`src/fabs_pkg.sv`:
```
// Package: sizes, types and command codes of the four-axis Bresenham stepper.
package fabs_pkg;

  localparam int AXES          = 4;
  localparam int IN_AXES       = 4;
  localparam int COORD_BITS    = 24;
  localparam int POS_BITS      = 32;
  localparam int DELTA_BITS    = POS_BITS + 1;
  localparam int ERR_BITS      = DELTA_BITS + 1;
  localparam int AXIS_IDX_BITS = (AXES > 1) ? $clog2(AXES) : 1;

  typedef logic signed [COORD_BITS-1:0] coord_t;
  typedef logic signed [POS_BITS-1:0]   pos_t;
  typedef logic signed [DELTA_BITS-1:0] delta_t;
  typedef logic        [DELTA_BITS-1:0] mag_t;
  typedef logic signed [ERR_BITS-1:0]   err_t;
  typedef logic [AXIS_IDX_BITS-1:0]     axis_idx_t;
  typedef logic [IN_AXES-1:0]           axis_mask_t;

  typedef enum logic [1:0] {
    MODE_START  = 2'd0,
    MODE_TICK   = 2'd1,
    MODE_SETPOS = 2'd2
  } mode_t;

  typedef struct packed {
    axis_mask_t step_mask;
    axis_mask_t dir_mask;
    logic       busy_res;
    logic       rejected;
    pos_t       pos_x;
    pos_t       pos_y;
    pos_t       pos_u;
    pos_t       pos_v;
  } result_t;

endpackage

```
`src/fabs_if.sv`:
```
// Interfaces: command channel and result channel of the stepper.
interface fabs_cmd_if;
  import fabs_pkg::*;
  logic       valid;
  logic       ready;
  logic [1:0] mode;
  coord_t     target_x;
  coord_t     target_y;
  coord_t     target_u;
  coord_t     target_v;

  modport source (output valid, output mode, output target_x, output target_y,
                  output target_u, output target_v, input ready);
  modport sink   (input valid, input mode, input target_x, input target_y,
                  input target_u, input target_v, output ready);
endinterface

interface fabs_res_if;
  import fabs_pkg::*;
  logic       valid;
  logic       ready;
  axis_mask_t step_mask;
  axis_mask_t dir_mask;
  logic       busy_res;
  logic       rejected;
  pos_t       pos_x;
  pos_t       pos_y;
  pos_t       pos_u;
  pos_t       pos_v;

  modport source (output valid, output step_mask, output dir_mask, output busy_res,
                  output rejected, output pos_x, output pos_y, output pos_u,
                  output pos_v, input ready);
  modport sink   (input valid, input step_mask, input dir_mask, input busy_res,
                  input rejected, input pos_x, input pos_y, input pos_u,
                  input pos_v, output ready);
endinterface

```
`src/four_axis_bresenham_stepper.sv`:
```
// Top level: four-axis Bresenham step interpolator with a two-entry result buffer.
//
// Channels: cmd carries one command item (start line, timer tick or set
// position plus four signed targets); res returns exactly one result item per
// command: step and direction masks, busy and rejected flags, four positions.
// cfg_wr_en/cfg_wr_data write absolute_mode; the user must write it only
// while the block is idle, which the block itself does not enforce.
// Each command is evaluated in the cycle it is accepted: the axis state
// updates at that edge and the result is registered in the result buffer.
// Throughput: one command per cycle while the buffer has room; the start-line path
// (subtract, magnitude, largest-axis compare chain) and the per-axis error update
// set the clock. The result buffer holds two items; cmd.ready drops only when both
// are full, so a stalled receiver holds results and back-pressures commands after
// two. Reset: positions, deltas and errors clear, no line in progress, relative
// mode, result buffer empty.
module four_axis_bresenham_stepper (
  input  logic              clk,
  input  logic              rst,
  input  logic              cfg_wr_en,
  input  logic              cfg_wr_data,
  fabs_cmd_if.sink          cmd,
  fabs_res_if.source        res
);
  import fabs_pkg::*;

  logic      absolute_mode;
  pos_t      pos        [AXES];
  delta_t    delta      [AXES];
  mag_t      mag        [AXES];
  err_t      err        [AXES];
  axis_idx_t major;
  mag_t      major_len;
  mag_t      step_count;
  logic      active;

  pos_t      pos_next   [AXES];
  delta_t    delta_next [AXES];
  mag_t      mag_next   [AXES];
  err_t      err_next   [AXES];
  axis_idx_t major_next;
  mag_t      major_len_next;
  mag_t      step_count_next;
  logic      active_next;
  result_t   res_next;

  coord_t    tgt        [AXES];
  delta_t    d_new      [AXES];
  mag_t      m_new      [AXES];
  err_t      e_sub      [AXES];
  axis_idx_t best_idx;
  mag_t      best_mag;

  result_t   buf_q      [2];
  logic      wr_ptr;
  logic      rd_ptr;
  logic [1:0] count;
  logic      push;
  logic      pop;

  assign cmd.ready = (count != 2'd2);
  assign push      = cmd.valid && cmd.ready;
  assign res.valid = (count != 2'd0);
  assign pop       = res.valid && res.ready;

  always_comb begin
    for (int i = 0; i < AXES; i++) begin
      tgt[i] = '0;
    end
    tgt[0] = cmd.target_x;
    if (AXES > 1) tgt[1] = cmd.target_y;
    if (AXES > 2) tgt[2] = cmd.target_u;
    if (AXES > 3) tgt[3] = cmd.target_v;

    for (int i = 0; i < AXES; i++) begin
      d_new[i] = DELTA_BITS'(tgt[i]);
      if (absolute_mode) d_new[i] = d_new[i] - DELTA_BITS'(pos[i]);
      m_new[i] = (d_new[i] < 0) ? mag_t'(-d_new[i]) : mag_t'(d_new[i]);
    end
    best_idx = '0;
    best_mag = m_new[0];
    for (int i = 1; i < AXES; i++) begin
      if (best_mag <= m_new[i]) begin
        best_idx = AXIS_IDX_BITS'(i);
        best_mag = m_new[i];
      end
    end
    for (int i = 0; i < AXES; i++) begin
      e_sub[i] = err[i] - $signed({1'b0, mag[i]});
    end

    pos_next        = pos;
    delta_next      = delta;
    mag_next        = mag;
    err_next        = err;
    major_next      = major;
    major_len_next  = major_len;
    step_count_next = step_count;
    active_next     = active;
    res_next        = '0;

    unique case (cmd.mode)
      MODE_START, MODE_SETPOS: begin
        if (active) begin
          res_next.rejected = 1'b1;
        end else if (cmd.mode == MODE_SETPOS) begin
          for (int i = 0; i < AXES; i++) begin
            pos_next[i] = POS_BITS'(tgt[i]);
          end
        end else begin
          for (int i = 0; i < AXES; i++) begin
            delta_next[i] = d_new[i];
            mag_next[i]   = m_new[i];
            err_next[i]   = $signed({2'b00, best_mag[DELTA_BITS-1:1]});
          end
          major_next      = best_idx;
          major_len_next  = best_mag;
          step_count_next = '0;
          active_next     = 1'b1;
        end
      end
      MODE_TICK: begin
        if (active) begin
          if (step_count < major_len) begin
            for (int i = 0; i < AXES; i++) begin
              if (AXIS_IDX_BITS'(i) != major) begin
                err_next[i] = e_sub[i];
                if (e_sub[i] < 0) begin
                  err_next[i] = e_sub[i] + $signed({1'b0, major_len});
                  if (i < IN_AXES) res_next.step_mask[i] = 1'b1;
                end
              end else if (i < IN_AXES) begin
                res_next.step_mask[i] = 1'b1;
              end
            end
            step_count_next = step_count + 1'b1;
          end else begin
            for (int i = 0; i < AXES; i++) begin
              pos_next[i] = pos[i] + delta[i][POS_BITS-1:0];
            end
            active_next = 1'b0;
          end
        end
      end
      default: begin
      end
    endcase

    for (int i = 0; i < IN_AXES && i < AXES; i++) begin
      res_next.dir_mask[i] = (delta_next[i] >= 0);
    end
    res_next.busy_res = active_next;
    res_next.pos_x    = pos_next[0];
    if (AXES > 1) res_next.pos_y = pos_next[1];
    if (AXES > 2) res_next.pos_u = pos_next[2];
    if (AXES > 3) res_next.pos_v = pos_next[3];
  end

  always_ff @(posedge clk) begin
    if (rst) begin
      absolute_mode <= 1'b0;
      for (int i = 0; i < AXES; i++) begin
        pos[i]   <= '0;
        delta[i] <= '0;
        mag[i]   <= '0;
        err[i]   <= '0;
      end
      major      <= '0;
      major_len  <= '0;
      step_count <= '0;
      active     <= 1'b0;
    end else begin
      if (cfg_wr_en) absolute_mode <= cfg_wr_data;
      if (push) begin
        pos        <= pos_next;
        delta      <= delta_next;
        mag        <= mag_next;
        err        <= err_next;
        major      <= major_next;
        major_len  <= major_len_next;
        step_count <= step_count_next;
        active     <= active_next;
      end
    end
  end

  // two-entry result buffer
  always_ff @(posedge clk) begin
    if (rst) begin
      wr_ptr <= 1'b0;
      rd_ptr <= 1'b0;
      count  <= 2'd0;
    end else begin
      if (push) wr_ptr <= ~wr_ptr;
      if (pop)  rd_ptr <= ~rd_ptr;
      if (push && !pop)      count <= count + 2'd1;
      else if (pop && !push) count <= count - 2'd1;
    end
  end

  always_ff @(posedge clk) begin
    if (push) buf_q[wr_ptr] <= res_next;
  end

  assign res.step_mask = buf_q[rd_ptr].step_mask;
  assign res.dir_mask  = buf_q[rd_ptr].dir_mask;
  assign res.busy_res  = buf_q[rd_ptr].busy_res;
  assign res.rejected  = buf_q[rd_ptr].rejected;
  assign res.pos_x     = buf_q[rd_ptr].pos_x;
  assign res.pos_y     = buf_q[rd_ptr].pos_y;
  assign res.pos_u     = buf_q[rd_ptr].pos_u;
  assign res.pos_v     = buf_q[rd_ptr].pos_v;

endmodule

```
`src/flat_wrapper.sv`:
```
// flat-port wrapper written by rule: the top's interface ports become plain ports
module four_axis_bresenham_stepper_flat import fabs_pkg::*;
  (clk, rst, cfg_wr_en, cfg_wr_data, cmd_valid, cmd_mode, cmd_target_x, cmd_target_y, cmd_target_u, cmd_target_v, cmd_ready, res_valid, res_step_mask, res_dir_mask, res_busy_res, res_rejected, res_pos_x, res_pos_y, res_pos_u, res_pos_v, res_ready);
  fabs_cmd_if cmd_i ();
  fabs_res_if res_i ();
  input  logic clk;
  input  logic rst;
  input  logic cfg_wr_en;
  input  logic cfg_wr_data;
  input wire logic [$bits(cmd_i.valid)-1:0] cmd_valid;
  input wire logic [$bits(cmd_i.mode)-1:0] cmd_mode;
  input wire logic [$bits(cmd_i.target_x)-1:0] cmd_target_x;
  input wire logic [$bits(cmd_i.target_y)-1:0] cmd_target_y;
  input wire logic [$bits(cmd_i.target_u)-1:0] cmd_target_u;
  input wire logic [$bits(cmd_i.target_v)-1:0] cmd_target_v;
  output wire logic [$bits(cmd_i.ready)-1:0] cmd_ready;
  output wire logic [$bits(res_i.valid)-1:0] res_valid;
  output wire logic [$bits(res_i.step_mask)-1:0] res_step_mask;
  output wire logic [$bits(res_i.dir_mask)-1:0] res_dir_mask;
  output wire logic [$bits(res_i.busy_res)-1:0] res_busy_res;
  output wire logic [$bits(res_i.rejected)-1:0] res_rejected;
  output wire logic [$bits(res_i.pos_x)-1:0] res_pos_x;
  output wire logic [$bits(res_i.pos_y)-1:0] res_pos_y;
  output wire logic [$bits(res_i.pos_u)-1:0] res_pos_u;
  output wire logic [$bits(res_i.pos_v)-1:0] res_pos_v;
  input wire logic [$bits(res_i.ready)-1:0] res_ready;
  assign cmd_i.valid = cmd_valid;
  assign cmd_i.mode = cmd_mode;
  assign cmd_i.target_x = cmd_target_x;
  assign cmd_i.target_y = cmd_target_y;
  assign cmd_i.target_u = cmd_target_u;
  assign cmd_i.target_v = cmd_target_v;
  assign cmd_ready = cmd_i.ready;
  assign res_valid = res_i.valid;
  assign res_step_mask = res_i.step_mask;
  assign res_dir_mask = res_i.dir_mask;
  assign res_busy_res = res_i.busy_res;
  assign res_rejected = res_i.rejected;
  assign res_pos_x = res_i.pos_x;
  assign res_pos_y = res_i.pos_y;
  assign res_pos_u = res_i.pos_u;
  assign res_pos_v = res_i.pos_v;
  assign res_i.ready = res_ready;
  four_axis_bresenham_stepper u_core (.clk(clk), .rst(rst), .cfg_wr_en(cfg_wr_en), .cfg_wr_data(cfg_wr_data), .cmd(cmd_i), .res(res_i));
endmodule
```
`config.mk`:
```
export PLATFORM = sky130hd
export DESIGN_NAME = four_axis_bresenham_stepper_flat
export DESIGN_NICKNAME = d
export VERILOG_FILES = /design/src/fabs_pkg.sv /design/src/fabs_if.sv /design/src/four_axis_bresenham_stepper.sv /design/src/flat_wrapper.sv
export SDC_FILE = /design/constraint.sdc
export NUM_CORES = 2
export LEC_CHECK = 0
export BUFFER_PORTS_ARGS = -buffer_cell sky130_fd_sc_hd__buf_2
export CORE_AREA = 10 10 695 355
export DETAILED_ROUTE_END_ITERATION = 12
export DIE_AREA = 0 0 705 365
export HOLD_SLACK_MARGIN = 0.03
export PLACE_DENSITY_LB_ADDON = 0.15
export RECOVER_POWER = 50
export SYNTH_ARGS = -nofsm -noshare
export SYNTH_HDL_FRONTEND = slang
export SYNTH_SLANG_ARGS = --single-unit
```
`constraint.sdc`:
```
create_clock -name clk -period 24.9 [get_ports clk]
set_clock_uncertainty 0.05 [all_clocks]
set_input_delay 3.735 -clock clk [delete_from_list [all_inputs] [get_ports clk]]
set_output_delay 3.735 -clock clk [all_outputs]
set_load 0.005 [all_outputs]
```
==> flow_summary.ini <==
[global_routing]
grt_usage_pct = 24.8
grt_pass1_wl_um = 470000
grt_max_degree = 125
overflow = 0
grt_pass1_vias = 62500
grt_antenna_before_repair = 51

[logic_synthesis]
yosys.area.top_type = dfxtp_1
synth_most_common_cell = nor2_1
ys_async_sr_fraction_pct = 0
synth_cell_types = 117
ys_seq_area_share_pct = 29.1
yosys-top-cells-area = dfxtp_1, edfxtp_1, ha_1, a21oi_1, nor2_1
synth_flop_cell = dfxtp_1
ys_warn_count = 0
synth_edf_count = 276
syn_nets = 9370
avgSynthCellArea_sq_um = 8.14
ys_top_cells_by_count = nor2_1, a21oi_1, nand2_1
synth.top_cell.area_share_pct = 17.2
synth_area_sq_um = 70000
netlist_instances = 8599
synth-seq-cells = 879

[drt]
met3_length_um = 43100
drt_first_iter_violations = 7884
wl_per_cell_um = 28.0
drc = 0
drt_wl_total_um = 336000
wl_met2_um = 115000
wl_met1_um = 171000
vias_per_cell = 5.78
maxUsedRoutingLayer = met5
vias = 69100
ant_nets = 0
drt_first_pass_iters = 6

[finish]
nets = 9516
drive_gt1_share_pct = 9.71
fillers = 24800
syn_to_final_growth_pct = 12.0

[place]
dp_hpwl_um = 264000
gp_congestion = 0.965
portBuffers = 243
pre_cts_ws_ns = 6.28

[clocking]
cts_tree = built
cts_resized = 0
clock_latency_ns = 0.75
cts.path.max_buffers = 3
clk_pin_slew_ns = 0.06
cts_max_level = 3
cts_root_buffer = clkbuf_16
cts_buffers = 93
post_cts_buffers = 0
clock-sinks = 879
holdBufCountCts = 0

[critical_path]
slowest_stage = nor4b_1
worstSetupPathType = in -> reg
critical_path.most_common_cell = o21a_1
cp-end-kind = flop
critical_path_required_ns = 25.47
crit_path_max_fanout = 44
cp_data_arrival_time_ns = 19.02
max_stage_delay_ns = 0.76
cp-start-kind = input pin

[power_and_ir_drop]
cellLeakagePower_uw = 0.0315
internal-power_uw = 4850
switchingPower_uw = 5400
seq_power_share_pct = 18.4
ir_drop_v = 0.0000883
p_per_area_nw_per_um2 = 131
clkPwrFrac_pct = 14.7
switching_share_pct = 52.7
comb_power_share_pct = 66.9

[floorplanning]
die_w_um = 705
ios = 244
die_area_sq_um = 257000
coreArea_sq_um = 235000
start_util_pct = 29.8
fp-row-count = 126
die_h_um = 365

[timing]
fin_ws_ns = 6.46
period_share_pct = 74.1
max-slew-margin-rel_pct = -468
final-hold-violation-count = 0
fmax_mhz = 54.2
setup_viol = 0
post-route-min-period_ns = 18.44
worst_pin_slew_ns = 8.53
setup_tns_ns = 0
rsz0062_at_grt = false
slew_violations = 1182

[status]
outcome = complete, but fails checks
violations = max-capacitance violations, max-slew violations

[min_path]
worstHoldPathType = reg -> reg

[job]
drv_cap = 25
cell type report:
type,count,area (sq um),area share [%]
Antenna cell,11,27.5,0.0351
Clock buffer,122,2520,3.21
Clock inverter,50,546,0.695
Inverter,494,1860,2.37
Multi-Input combinational cell,6837,46600,59.4
Sequential cell,879,20400,26.0
Tap cell,3136,3920,5.00
Timing Repair Buffer,440,2610,3.32
final timing paths:
| path | startpoint | end | slack (ns) | depth (start not counted) |
|---|---|---|---|---|
| min reg2reg | u_core.mag[109] | u_core.mag[109] | 0.41 | 2 |
| max reg2reg | u_core.absolute_mode | u_core.err[99] | 9.23 | 59 |
| min | u_core.mag[109] | u_core.mag[109] | 0.41 | 2 |
| max | cmd_target_y[0] | u_core.err[99] | 6.46 | 62 |
cell usage in the layout (no fill, tap or decap), types with 38 or more instances in the layout:
master,synthesis,layout
nor2_1,963,957
a21oi_1,796,794
nand2_1,713,712
ha_1,651,651
dfxtp_1,603,602
inv_1,490,490
o21ai_0,429,427
a211oi_1,283,281
edfxtp_1,276,276
xnor2_1,289,273
a21o_1,258,258
buf_2,36,216
xor2_1,219,209
buf_4,8,174
nand3_1,164,164
mux2_2,158,147
nor3_1,145,144
o21a_1,118,118
nand2b_1,107,107
nor2b_1,95,95
clkbuf_16,0,94
a31oi_1,93,90
a22oi_1,89,89
nand4_1,84,84
o211ai_1,83,83
and3_1,72,72
clkbuf_1,314,68
o21bai_1,64,64
and2_1,61,61
or3_1,60,60
mux2i_1,59,58
o31ai_1,46,45
nor4_1,38,38
a32o_1,38,38
per-layer routing:
metal  global-route usage, %  vias up
met1                    39.4    33800
met5                   0.440        -
met2                    29.9     3121
met4                    4.14       24
met3                    9.78      330
li1                        -    31900
power by group through the flow:
stage,sequential (uW),combinational [uW],clock (uW)
after floorplan,1820,4300,0
after global placement,1890,6580,0
after detailed placement,1900,6570,0
after CTS,1870,6610,1530
after global routing,1900,7330,1590
final,1890,6860,1510
worst max-delay path, delay by kind of cell:
family / cells / cell delay [ns]
adders and majority gates: 5 / 1.57
AOI/OAI and AO/OA: 39 / 8.62
buffers and inverters: 5 / 1.23
and+or+nand+nor: 13 / 3.79
through the flow:
stage,util (%),cells,hold WS (ns),area [sq um],power [uW]
floorplan,-,8599,0.377,70000,6120
global placement,32.2,11800,0.394,75500,8470
detailed placement,32.2,11800,0.398,75500,8460
CTS,33.5,12000,0.408,78600,10000
global route,33.4,12000,0.423,78400,10800
finish,33.4,12000,0.406,78400,10300
kinds of logic (layout without fill, tap and decap cells):
group	after synthesis	after routing	synth area share, %
xor+xnor	510	510	6.42
fa+ha+maj	667	667	12.1
buf+inv	883	1106	4.85
other cells	0	11	0
mux	217	217	3.39
simple gates	2652	2652	17.5
flops	879	879	29.1
compound gates	2791	2791	26.6
Note: power is estimated with default switching activity, not from simulation.
